File: src/hw/rtl/utf8d_pkg.sv
`timescale 1ns / 1ps

package utf8d_pkg;

    localparam int unsigned BYTE_W = 8;
    localparam int unsigned CP_W   = 21;
    localparam int unsigned LEFT_W = 2;

    // Lead byte thresholds and payload masks
    localparam logic [BYTE_W-1:0] ASCII_MAX  = 8'd127;
    localparam logic [BYTE_W-1:0] LEAD2_MIN  = 8'hC0;
    localparam logic [BYTE_W-1:0] LEAD3_MIN  = 8'hE0;
    localparam logic [BYTE_W-1:0] LEAD4_MIN  = 8'hF0;
    localparam logic [BYTE_W-1:0] LEAD2_MASK = 8'h1F;
    localparam logic [BYTE_W-1:0] LEAD3_MASK = 8'h0F;
    localparam logic [BYTE_W-1:0] LEAD4_MASK = 8'h07;
    localparam logic [BYTE_W-1:0] CONT_MASK  = 8'h3F;

    localparam int unsigned CONT_BITS = 6;

    // Result queue sizing
    localparam int unsigned QDEPTH = 4;
    localparam int unsigned QPTR_W = $clog2(QDEPTH);
    localparam int unsigned QCNT_W = $clog2(QDEPTH + 1);

    typedef struct packed {
        logic [CP_W-1:0] code_point;
        logic            truncated;
        logic            run_last;
    } res_t;

    typedef struct packed {
        logic [CP_W-1:0]   partial_value;
        logic [LEFT_W-1:0] bytes_left;
    } dec_state_t;

    // Results produced by one byte: up to two, slot 0 first
    typedef struct packed {
        logic [1:0] count;
        res_t       res0;
        res_t       res1;
    } push_t;

endpackage

File: src/hw/rtl/utf8d_if.sv
`timescale 1ns / 1ps

interface utf8d_byte_if;
    logic       valid;
    logic       ready;
    logic [7:0] text_byte;
    logic       end_of_text;

    modport source (output valid, output text_byte, output end_of_text, input ready);
    modport sink   (input valid, input text_byte, input end_of_text, output ready);
endinterface

interface utf8d_cp_if;
    logic        valid;
    logic        ready;
    logic [20:0] code_point;
    logic        truncated;
    logic        run_last;

    modport source (output valid, output code_point, output truncated, output run_last,
                    input ready);
    modport sink   (input valid, input code_point, input truncated, input run_last,
                    output ready);
endinterface

File: src/hw/rtl/utf8d_decode.sv
`timescale 1ns / 1ps

module utf8d_decode (
    input  logic [7:0]           text_byte,
    input  logic                 end_of_text,
    input  utf8d_pkg::dec_state_t state_cur,
    output utf8d_pkg::dec_state_t state_nxt,
    output utf8d_pkg::push_t      push
);
    import utf8d_pkg::*;

    logic [CP_W-1:0]   pv;
    logic [LEFT_W-1:0] bl;
    logic [CP_W-1:0]   pv_cont;
    logic [LEFT_W-1:0] bl_cont;
    logic              as_lead;
    logic [1:0]        n;
    res_t              r0;
    res_t              r1;
    res_t              emit;
    logic              have_emit;

    always_comb
    begin
        pv        = state_cur.partial_value;
        bl        = state_cur.bytes_left;
        pv_cont   = {state_cur.partial_value[CP_W-CONT_BITS-1:0],
                     text_byte[CONT_BITS-1:0] & CONT_MASK[CONT_BITS-1:0]};
        bl_cont   = state_cur.bytes_left - 2'd1;
        as_lead   = 1'b1;
        n         = 2'd0;
        r0        = '0;
        r1        = '0;
        emit      = '0;
        have_emit = 1'b0;

        // Pending sequence: extend it or cut it short
        if (state_cur.bytes_left != '0)
        begin
            if (text_byte > ASCII_MAX)
            begin
                as_lead = 1'b0;
                if (bl_cont == '0)
                begin
                    r0 = '{code_point: pv_cont, truncated: 1'b0, run_last: 1'b0};
                    n  = 2'd1;
                    pv = '0;
                    bl = '0;
                end
                else if (end_of_text)
                begin
                    r0 = '{code_point: pv_cont, truncated: 1'b1, run_last: 1'b0};
                    n  = 2'd1;
                    pv = '0;
                    bl = '0;
                end
                else
                begin
                    pv = pv_cont;
                    bl = bl_cont;
                end
            end
            else
            begin
                r0 = '{code_point: state_cur.partial_value, truncated: 1'b1,
                       run_last: 1'b0};
                n  = 2'd1;
                pv = '0;
                bl = '0;
            end
        end

        // Lead position
        if (as_lead)
        begin
            if (text_byte < LEAD2_MIN)
            begin
                emit      = '{code_point: {{(CP_W-BYTE_W){1'b0}}, text_byte},
                              truncated: 1'b0, run_last: 1'b0};
                have_emit = 1'b1;
            end
            else
            begin
                if (text_byte >= LEAD4_MIN)
                begin
                    pv = {{(CP_W-BYTE_W){1'b0}}, text_byte & LEAD4_MASK};
                    bl = 2'd3;
                end
                else if (text_byte >= LEAD3_MIN)
                begin
                    pv = {{(CP_W-BYTE_W){1'b0}}, text_byte & LEAD3_MASK};
                    bl = 2'd2;
                end
                else
                begin
                    pv = {{(CP_W-BYTE_W){1'b0}}, text_byte & LEAD2_MASK};
                    bl = 2'd1;
                end
                if (end_of_text)
                begin
                    emit      = '{code_point: pv, truncated: 1'b1, run_last: 1'b0};
                    have_emit = 1'b1;
                    pv        = '0;
                    bl        = '0;
                end
            end
            if (have_emit)
            begin
                if (n == 2'd0)
                    r0 = emit;
                else
                    r1 = emit;
                n = n + 2'd1;
            end
        end

        // Mark the last result of this byte
        if (n == 2'd2)
            r1.run_last = 1'b1;
        else if (n == 2'd1)
            r0.run_last = 1'b1;
    end

    assign state_nxt = '{partial_value: pv, bytes_left: bl};
    assign push      = '{count: n, res0: r0, res1: r1};

endmodule

File: src/hw/rtl/utf8d_res_queue.sv
`timescale 1ns / 1ps

module utf8d_res_queue (
    input  logic             clk,
    input  logic             rst_n,
    input  utf8d_pkg::push_t push,
    output logic             room_two,
    utf8d_cp_if.source       cp_out
);
    import utf8d_pkg::*;

    res_t              entry_reg [QDEPTH];
    logic [QPTR_W-1:0] wr_ptr_reg;
    logic [QPTR_W-1:0] wr_ptr_next;
    logic [QPTR_W-1:0] rd_ptr_reg;
    logic [QPTR_W-1:0] rd_ptr_next;
    logic [QCNT_W-1:0] count_reg;
    logic [QCNT_W-1:0] count_next;
    logic [QPTR_W-1:0] wr_ptr_inc;
    logic              pop;
    res_t              head;

    assign pop        = cp_out.valid && cp_out.ready;
    assign wr_ptr_inc = wr_ptr_reg + QPTR_W'(1);
    assign room_two   = count_reg <= QCNT_W'(QDEPTH - 2);

    always_comb
    begin
        wr_ptr_next = wr_ptr_reg + QPTR_W'(push.count);
        rd_ptr_next = pop ? rd_ptr_reg + QPTR_W'(1) : rd_ptr_reg;
        count_next  = count_reg + QCNT_W'(push.count) - QCNT_W'(pop);
    end

    always_ff @(posedge clk)
    begin
        if (push.count != 2'd0)
            entry_reg[wr_ptr_reg] <= push.res0;
        if (push.count == 2'd2)
            entry_reg[wr_ptr_inc] <= push.res1;
    end

    always_ff @(posedge clk or negedge rst_n)
    begin
        if (!rst_n)
        begin
            wr_ptr_reg <= '0;
            rd_ptr_reg <= '0;
            count_reg  <= '0;
        end
        else
        begin
            wr_ptr_reg <= wr_ptr_next;
            rd_ptr_reg <= rd_ptr_next;
            count_reg  <= count_next;
        end
    end

    assign head              = entry_reg[rd_ptr_reg];
    assign cp_out.valid      = count_reg != '0;
    assign cp_out.code_point = head.code_point;
    assign cp_out.truncated  = head.truncated;
    assign cp_out.run_last   = head.run_last;

endmodule

File: src/hw/rtl/utf8_to_codepoint_decoder.sv
`timescale 1ns / 1ps

// Channel   Modport  Payload                                  Request
// --------  -------  ---------------------------------------  ------------------------
// byte_in   sink     text_byte[7:0], end_of_text              one raw byte of UTF-8 text
// cp_out    source   code_point[20:0], truncated, run_last    one decoded code point
//
// One byte per cycle while the queue has room for two results. A byte is held in the
// input register, is decoded there and writes its zero, one or two results into a
// four-entry result queue. The first result is offered once it is in the queue and
// is taken at a clock edge on which the sink is ready.
// The input register advances only while the queue has room for two results, so a
// stalled sink backs up into byte_in once three results wait; nothing is dropped.
// Reset (rst_n, async, active low) empties both stages and clears the decode state.

module utf8_to_codepoint_decoder (
    input  logic        clk,
    input  logic        rst_n,
    utf8d_byte_if.sink  byte_in,
    utf8d_cp_if.source  cp_out
);
    import utf8d_pkg::*;

    // Input register
    logic              in_valid_reg;
    logic              in_valid_next;
    logic [BYTE_W-1:0] in_byte_reg;
    logic              in_eot_reg;

    // Decode state: pending partial value and continuation bytes still expected
    dec_state_t        state_reg;
    dec_state_t        state_next;
    dec_state_t        state_dec;

    push_t             push_dec;
    push_t             push;
    logic              room_two;
    logic              fire;
    logic              take;

    // Decode the registered byte once the queue can absorb its worst case
    assign fire = in_valid_reg && room_two;
    assign take = byte_in.valid && byte_in.ready;

    // Accept a new request whenever the input register empties this cycle
    assign byte_in.ready = !in_valid_reg || fire;

    utf8d_decode u_decode (
        .text_byte   (in_byte_reg),
        .end_of_text (in_eot_reg),
        .state_cur   (state_reg),
        .state_nxt   (state_dec),
        .push        (push_dec)
    );

    always_comb
    begin
        in_valid_next = in_valid_reg;
        state_next    = state_reg;
        push          = '0;
        if (fire)
        begin
            // Advance the decode state and hand the results to the queue
            state_next    = state_dec;
            push          = push_dec;
            in_valid_next = 1'b0;
        end
        if (take)
            in_valid_next = 1'b1;
    end

    always_ff @(posedge clk)
    begin
        if (take)
        begin
            in_byte_reg <= byte_in.text_byte;
            in_eot_reg  <= byte_in.end_of_text;
        end
    end

    always_ff @(posedge clk or negedge rst_n)
    begin
        if (!rst_n)
        begin
            in_valid_reg <= 1'b0;
            state_reg    <= '0;
        end
        else
        begin
            in_valid_reg <= in_valid_next;
            state_reg    <= state_next;
        end
    end

    utf8d_res_queue u_queue (
        .clk      (clk),
        .rst_n    (rst_n),
        .push     (push),
        .room_two (room_two),
        .cp_out   (cp_out)
    );

endmodule

File: src/flat_wrapper.sv
// flat-port wrapper written by rule: the top's interface ports become plain ports
module utf8_to_codepoint_decoder_flat import utf8d_pkg::*;
  (clk, rst_n, byte_in_valid, byte_in_text_byte, byte_in_end_of_text, byte_in_ready, cp_out_valid, cp_out_code_point, cp_out_truncated, cp_out_run_last, cp_out_ready);
  utf8d_byte_if byte_in_i ();
  utf8d_cp_if cp_out_i ();
  input  logic clk;
  input  logic rst_n;
  input wire logic [$bits(byte_in_i.valid)-1:0] byte_in_valid;
  input wire logic [$bits(byte_in_i.text_byte)-1:0] byte_in_text_byte;
  input wire logic [$bits(byte_in_i.end_of_text)-1:0] byte_in_end_of_text;
  output wire logic [$bits(byte_in_i.ready)-1:0] byte_in_ready;
  output wire logic [$bits(cp_out_i.valid)-1:0] cp_out_valid;
  output wire logic [$bits(cp_out_i.code_point)-1:0] cp_out_code_point;
  output wire logic [$bits(cp_out_i.truncated)-1:0] cp_out_truncated;
  output wire logic [$bits(cp_out_i.run_last)-1:0] cp_out_run_last;
  input wire logic [$bits(cp_out_i.ready)-1:0] cp_out_ready;
  assign byte_in_i.valid = byte_in_valid;
  assign byte_in_i.text_byte = byte_in_text_byte;
  assign byte_in_i.end_of_text = byte_in_end_of_text;
  assign byte_in_ready = byte_in_i.ready;
  assign cp_out_valid = cp_out_i.valid;
  assign cp_out_code_point = cp_out_i.code_point;
  assign cp_out_truncated = cp_out_i.truncated;
  assign cp_out_run_last = cp_out_i.run_last;
  assign cp_out_i.ready = cp_out_ready;
  utf8_to_codepoint_decoder u_core (.clk(clk), .rst_n(rst_n), .byte_in(byte_in_i), .cp_out(cp_out_i));
endmodule
File: config.mk
export PLATFORM = sky130hd
export DESIGN_NAME = utf8_to_codepoint_decoder_flat
export DESIGN_NICKNAME = d
export VERILOG_FILES = /design/src/hw/rtl/utf8d_pkg.sv /design/src/hw/rtl/utf8d_if.sv /design/src/hw/rtl/utf8d_decode.sv /design/src/hw/rtl/utf8d_res_queue.sv /design/src/hw/rtl/utf8_to_codepoint_decoder.sv /design/src/flat_wrapper.sv
export SDC_FILE = /design/constraint.sdc
export NUM_CORES = 1
export LEC_CHECK = 0
export ABC_AREA = 1
export BUFFER_PORTS_ARGS = -buffer_cell sky130_fd_sc_hd__buf_2
export CAP_MARGIN = 20
export CORE_UTILIZATION = 55
export DETAILED_ROUTE_END_ITERATION = 16
export GPL_ROUTABILITY_DRIVEN = 1
export GPL_TIMING_DRIVEN = 0
export HOLD_SLACK_MARGIN = 0.15
export PLACE_DENSITY = 0.73
export SLEW_MARGIN = 20
export SYNTH_ARGS = -nofsm -noshare
export SYNTH_HDL_FRONTEND = slang
export SYNTH_SLANG_ARGS = --single-unit
export TNS_END_PERCENT = 1
File: constraint.sdc
create_clock -name clk -period 3.3 [get_ports clk]
set_input_delay 0.66 -clock clk [delete_from_list [all_inputs] [get_ports clk]]
set_output_delay 0.66 -clock clk [all_outputs]
set_load 0.05 [all_outputs]
Word-level counts from Yosys, hierarchy flattened
Memories as Yosys holds them, arrays and structs flattened.
Index checks and enable logic that the tools add are counted.
{"block": "totals", "mem_count": 1, "reg_bits": 40, "out_inout_bits": 25, "ram_bits": 92}
{"block": "op_classes", "mux": 51, "eq_ne": 3, "n_reduce_logical": 11, "magnitude_cmp": 5, "n_addsub": 7}
{"name": "u_core.u_queue.entry_reg", "depth": 4, "width": 23, "read_ports": 1, "rd_clocked_by_memory_dff": 0, "write_ports": 2, "line_no": "utf8d_res_queue.sv:12", "source": "res_t entry_reg [QDEPTH];"}
{"op": "23-bit 2-to-1 mux", "count": 12}
{"op": "21-bit 2-to-1 mux", "count": 7}
{"op": "48-bit 2-to-1 mux", "count": 1}
{"op": "2-bit 2-to-1 mux", "count": 13}
{"op": "8-bit greater-or-equal comparator (second input constant)", "count": 2}
{"op": "1-bit 2-to-1 mux", "count": 16}
{"op": "5-bit 2-to-1 mux", "count": 2}
{"op": "8-bit by 7-bit > comparator with 1-bit output (second input constant)", "count": 1}
{"op": "8-bit less-than comparator (second input constant)", "count": 1}
{"op": "2-bit by 1-bit adder with 2-bit output (second input constant)", "count": 3}
{"op": "2-bit nonzero test", "count": 3}
{"op": "2-bit equality test (second input constant)", "count": 2}
{"op": "2-bit zero test", "count": 2}
{"op": "3-bit by 2-bit adder with 3-bit output", "count": 1}
{"op": "3-bit by 2-bit less-or-equal comparator with 1-bit output (second input constant)", "count": 1}
{"op": "1-bit logical AND", "count": 3}
{"op": "3-bit nonzero test", "count": 1}
{"op": "3-bit by 1-bit subtractor with 3-bit output", "count": 1}
{"op": "2-bit adder", "count": 1}
{"op": "2-bit by 1-bit equality test with 1-bit output (second input constant)", "count": 1}
{"op": "2-bit by 1-bit subtractor with 2-bit output (second input constant)", "count": 1}
{"op": "1-bit zero test", "count": 1}
{"op": "1-bit logical OR", "count": 1}

Depth between registers and ports, before layout
{"block": "depth", "ltp_word": 15, "depth_mapped": 16}

Modules after synthesis
A second synthesis with hierarchy kept.
{"block": "hier_totals", "hier_cells": 1130, "hier_area_um2": 8272.9}
{"module": "utf8d_res_queue", "cells_each": 659, "instances": 1, "area_per_inst_um2": 5318.9, "seq_area_each_um2": 2937.8}
{"module": "utf8_to_codepoint_decoder", "cells_each": 217, "instances": 1, "area_per_inst_um2": 1677.9, "seq_area_each_um2": 870.8}
{"module": "utf8d_decode", "cells_each": 254, "instances": 1, "area_per_inst_um2": 1276.2, "seq_area_each_um2": 0.0}

Worst setup path after synthesis
Ideal clock, no wire load.
{"block": "synth_timing", "kind": "register to register", "start": "register u_core.state_reg[0] in the netlist's numbering", "end": "register u_core.u_queue.count_reg[2]", "stages_incl_launch_ff": 17, "arrival_ns": 2.836, "slack_ns": 0.338, "path_buffers": 1, "cell_sequence": "dfrtp_1 inv_1 ha_1 inv_2 buf_2 nand2_1 inv_1 ha_1 inv_1 nand2_1 nand3_1 ha_1 inv_1 ha_1 fa_1 xnor2_1 xor2_1"}
{"block": "synth_between", "elab_chain_len": 11, "word_cells_on_any_way": 13, "cone_classes": "add/sub: 4; mux: 7; reduce/logical: 2"}
{"element": "start, declared", "line_no": "utf8_to_codepoint_decoder.sv:31", "source": "dec_state_t state_reg;"}
{"element": "start signal, assigned", "line_no": "utf8_to_codepoint_decoder.sv:91", "source": "state_reg <= state_next;"}
{"element": "2-bit by 1-bit subtractor with 2-bit output", "line_no": "utf8d_decode.sv:29", "source": "bl_cont = state_cur.bytes_left - 2'd1;"}
{"element": "2-bit zero test", "line_no": "utf8d_decode.sv:43", "source": "if (bl_cont == '0)"}
{"element": "1-bit 2-to-1 mux", "line_no": "utf8d_decode.sv:43"}
{"element": "2-bit 2-to-1 mux", "line_no": "utf8d_decode.sv:40", "source": "if (text_byte > ASCII_MAX)"}
{"element": "2-bit 2-to-1 mux", "line_no": "utf8d_decode.sv:38", "source": "if (state_cur.bytes_left != '0)"}
{"element": "2-bit by 1-bit adder with 2-bit output", "line_no": "utf8d_decode.sv:113", "source": "n = n + 2'd1;"}
{"element": "2-bit 2-to-1 mux", "line_no": "utf8d_decode.sv:107", "source": "if (have_emit)"}
{"element": "2-bit 2-to-1 mux (*)", "line_no": "utf8d_decode.sv:74", "source": "if (as_lead)"}
{"element": "48-bit 2-to-1 mux (*)", "line_no": "utf8_to_codepoint_decoder.sv:61", "source": "if (fire)"}
{"element": "3-bit by 2-bit adder with 3-bit output (*)", "line_no": "utf8d_res_queue.sv:31", "source": "count_next = count_reg + QCNT_W'(push.count) - QCNT_W'(pop);"}
{"element": "3-bit by 1-bit subtractor with 3-bit output (*)", "line_no": "utf8d_res_queue.sv:31"}
{"element": "named net u_core.u_queue.count_next[2]", "line_no": "utf8d_res_queue.sv:18", "source": "logic [QCNT_W-1:0] count_next;"}
{"element": "end signal, assigned", "line_no": "utf8d_res_queue.sv:54", "source": "count_reg <= count_next;"}
{"element": "end, declared", "line_no": "utf8d_res_queue.sv:17", "source": "logic [QCNT_W-1:0] count_reg;"}
The timed path passes the listed nets; every way through them passes the cells marked *.
A chain may end at the register's enable or synchronous reset.

Worst setup path after layout
{"block": "layout_timing", "start": "register u_core.u_queue.rd_ptr_reg[0]", "end": "output cp_out_code_point[9]"}
{"block": "layout_between", "elab_chain_len": 1}
{"element": "start, declared", "line_no": "utf8d_res_queue.sv:15", "source": "logic [QPTR_W-1:0] rd_ptr_reg;"}
{"element": "start signal, assigned", "line_no": "utf8d_res_queue.sv:53", "source": "rd_ptr_reg <= rd_ptr_next;"}
{"element": "memory 4 x 23 bit"}
{"element": "end, declared", "line_no": "flat_wrapper.sv:13", "source": "output wire logic [$bits(cp_out_i.code_point)-1:0] cp_out_code_point;"}
No other way between the ends.

==> impl_metrics.env <==
export IMPL_relSlewSlack_pct=36.7
export IMPL_r2r_slack_ns=0.17
export IMPL_cp_slowest_stage_delay_ns=0.56
export IMPL_synth_seq_cells=132
export IMPL_power_density_nw_per_um2=1200
export IMPL_path_clk_slew_ns=0.06
export IMPL_cp_cell_sequence="inv_1 -> clkbuf_1 -> clkbuf_1 -> nor2_1 -> o22ai_1 -> buf_2"
export IMPL_fin_area_um2=7800
export IMPL_largest_register_ffs=92
export IMPL_drive_above_1_share_pct=11.2
export IMPL_max_freq_mhz=314
export IMPL_die_area_um2=12900
export IMPL_final_min_clock_period_ns=3.18
export IMPL_vias=6392
export IMPL_fin_skew_ns=0.00795
export IMPL_fin_nets=992
export IMPL_worstHoldPathType="input port to async pin"
export IMPL_peakVddDrop_v=0.000536
export IMPL_final_hold_viol_count=0
export IMPL_dpl_instance_area_um2=7260
export IMPL_postSynthAreaPerCell_um2=7.49
export IMPL_rsz0062_at_grt="false"
export IMPL_clock_path_buffers=2
export IMPL_crit_path_end_kind="primary output"
export IMPL_cp_start_kind="register"
export IMPL_clk_latency_ns=0.43
export IMPL_fin_crit_sh_pct=96.5
export IMPL_grt_pass1_wl_um=30500
export IMPL_overflow=0
export IMPL_syn_num_nets=936
export IMPL_hold_buffers=0
export IMPL_path_class="register to primary output"
export IMPL_routed_wl_um=19200
export IMPL_die_w_um=114
export IMPL_cts_tree="built"
export IMPL_synthArstFlopShare_pct=23.5
export IMPL_synth_top_area_cell="edfxtp_1"
export IMPL_diodes=0
export IMPL_core_um2=12100
export IMPL_crit_fanout=10
export IMPL_io_pins=38
export IMPL_dpl_hpwl_um=13600
export IMPL_drv_slew=0
export IMPL_syn_cell_area_um2=6860
export IMPL_drc=0
export IMPL_max_cap_viol_count=0
export IMPL_wl_per_cell_um=16.7
export IMPL_synth_top_family_by_area="simple AND/OR/NAND/NOR gates"
export IMPL_outcome="finished clean"
export IMPL_synth_main_ff_cell="dfxtp_1"
export IMPL_die_h_um=114
export IMPL_synth_compound_area_share_pct=15.2
export IMPL_routed_top_layer="met4"
export IMPL_postRouteAntennaNets=0
export IMPL_critPathMostFrequentCell="clkbuf_1"
export IMPL_met2_length_um=8680
export IMPL_cts_buffers=17
export IMPL_routed_via_density=5.54
export IMPL_io_buffers=37
export IMPL_cpMaxStageDelayCell="clkbuf_1"
export IMPL_area_growth_pct=13.7
export IMPL_synth_xor_area_share_pct=0.766
export IMPL_setup_viol=0
export IMPL_rows=40
export IMPL_cts_num_sinks=132
export IMPL_synth_simple_area_share_pct=26.4
export IMPL_first_iter_violations=667
export IMPL_start_util_pct=56.7
export IMPL_worstPathRequired_ns=2.64
export IMPL_route_met3_wl_um=1650
export IMPL_grt_pass1_vias=5853
export IMPL_synth_area_top_cells="edfxtp_1, dfxtp_1, nand2_1, dfrtp_1, nor2_1"
export IMPL_synth_edff_count=49
export IMPL_seq_area_frac_synth_pct=47.9
export IMPL_antenna_found_initial=0
export IMPL_finalSetupTns_ns=0
export IMPL_cts_setup_buffers=0
export IMPL_synthCells=916
export IMPL_gp_congestion=0.947
export IMPL_met1_length_um=8390
export IMPL_synth_fa_ha_area_share_pct=1.39
export IMPL_final_core_util_pct=64.4
export IMPL_grt_max_degree=32
export IMPL_first_pass_iters=5
export IMPL_tightestPinTransition_ns=0.940
export IMPL_synth_top_area_share_pct=21.4
export IMPL_yosysUniqueCellTypes=36
export IMPL_cts_root_buf="clkbuf_16"
export IMPL_p_leak_uw=0.00371
export IMPL_htree_levels=4
export IMPL_arrival_ns=2.52
export IMPL_track_usage_pct=31.3
export IMPL_synthMuxAreaShare_pct=0
export IMPL_ys_warnings_count=0
==> per-layer routing <==
metal | vias to the layer above | GRT usage, %
met5 | - | 0
met4 | 0 | 14.2
met3 | 39 | 6.22
met2 | 300 | 48.1
met1 | 2928 | 42.8
li1 | 3125 | -
==> cells by family (layout without fill, tap and decap cells) <==
kind of cell               after synthesis  count (layout)
and+or+nand+nor                        445             445
buffers and inverters                  135             204
adders and majority gates                7               7
xor gates and xnor gates                 6               6
AOI/OAI and AO/OA                      191             191
DFF                                    132             132
==> area by class of cell <==
cell class	instances	area, um^2
well taps	168	210
inverters	84	315
plain buffers	51	254
clock buffers	23	458
flip-flops and latches	132	3290
repair buffers	37	185
multi-input cells	649	3030
fillers	1145	4310
clock inverters	9	63.8
==> worst max-delay path: cells and delay by family, from the launching register on <==
family	cells	cell delay, ns
AND/OR/NAND/NOR	1	0.11
buffers and inverters	4	1.31
AO/OA/AOI/OAI	1	0.29
flip-flops	1	0.38
==> repair_timing <==
item,CTS,global route
pin swaps,0,2
resized for setup,1,5
endpoints found under the setup margin,5,41
==> final timing paths <==
path | to | startpoint | cells past startpoint
setup reg to reg | u_core.u_queue.entry_reg[0][4] | u_core.state_reg[0] | 14
hold reg to reg | u_core.u_queue.entry_reg[1][21] | u_core.u_queue.entry_reg[1][21] | 2
setup / recovery | cp_out_code_point[9] | u_core.u_queue.rd_ptr_reg[0] | 6
min in group clk | u_core.in_byte_reg[6] | byte_in_text_byte[6] | 1
max in group asynchronous | u_core.state_reg[11] | rst_n | 1
hold / removal | u_core.u_queue.count_reg[1] | rst_n | 1
==> cells in the mapped netlist (all sizes together) (5+ instances only) <==
cell and n:
buf 23, clkbuf 28, o22ai 45, nand3 51, edfxtp 49, dfrtp 31, inv 83, ha 6
xor2 5, dfxtp 52, a21oi 51, o21ai 85, nand2 242, nor2 145
==> cell usage in the layout, fill, tap and decap left out, types with 5 or more instances in the layout <==
cell type	n
buf_2	54
clkinv_1	6
a21oi_1	50
o21ai_0	82
buf_6	5
dfxtp_1	52
nand3_1	50
dfrtp_1	31
nor2_1	137
xor2_1	5
ha_1	5
clkbuf_16	17
inv_1	76
clkbuf_1	33
nor2_4	5
nand2_1	234
o22ai_1	45
nand2_2	5
edfxtp_1	49
inv_2	7
==> through the flow <==
stage | worst slack, ns | cells | hold slack, ns | power (uW)
after global routing | 0.000622 | 1153 | 0.372 | 9870
after detailed placement | -0.00641 | 1121 | 0.464 | 7500
final | 0.115 | 1153 | 0.311 | 9320
after global placement | -0.0173 | 1121 | 0.455 | 7440
after CTS | 0.0482 | 1153 | 0.332 | 9220
after floorplan | 0.338 | 916 | 0.364 | 6250
==> power by group <==
part / switching, uW / internal, uW / total (uW)
Clock: 677 / 1040 / 1710
Sequential: 326 / 2350 / 2680
Combinational: 3610 / 1320 / 4930
Power figures use the tool's default switching activity.
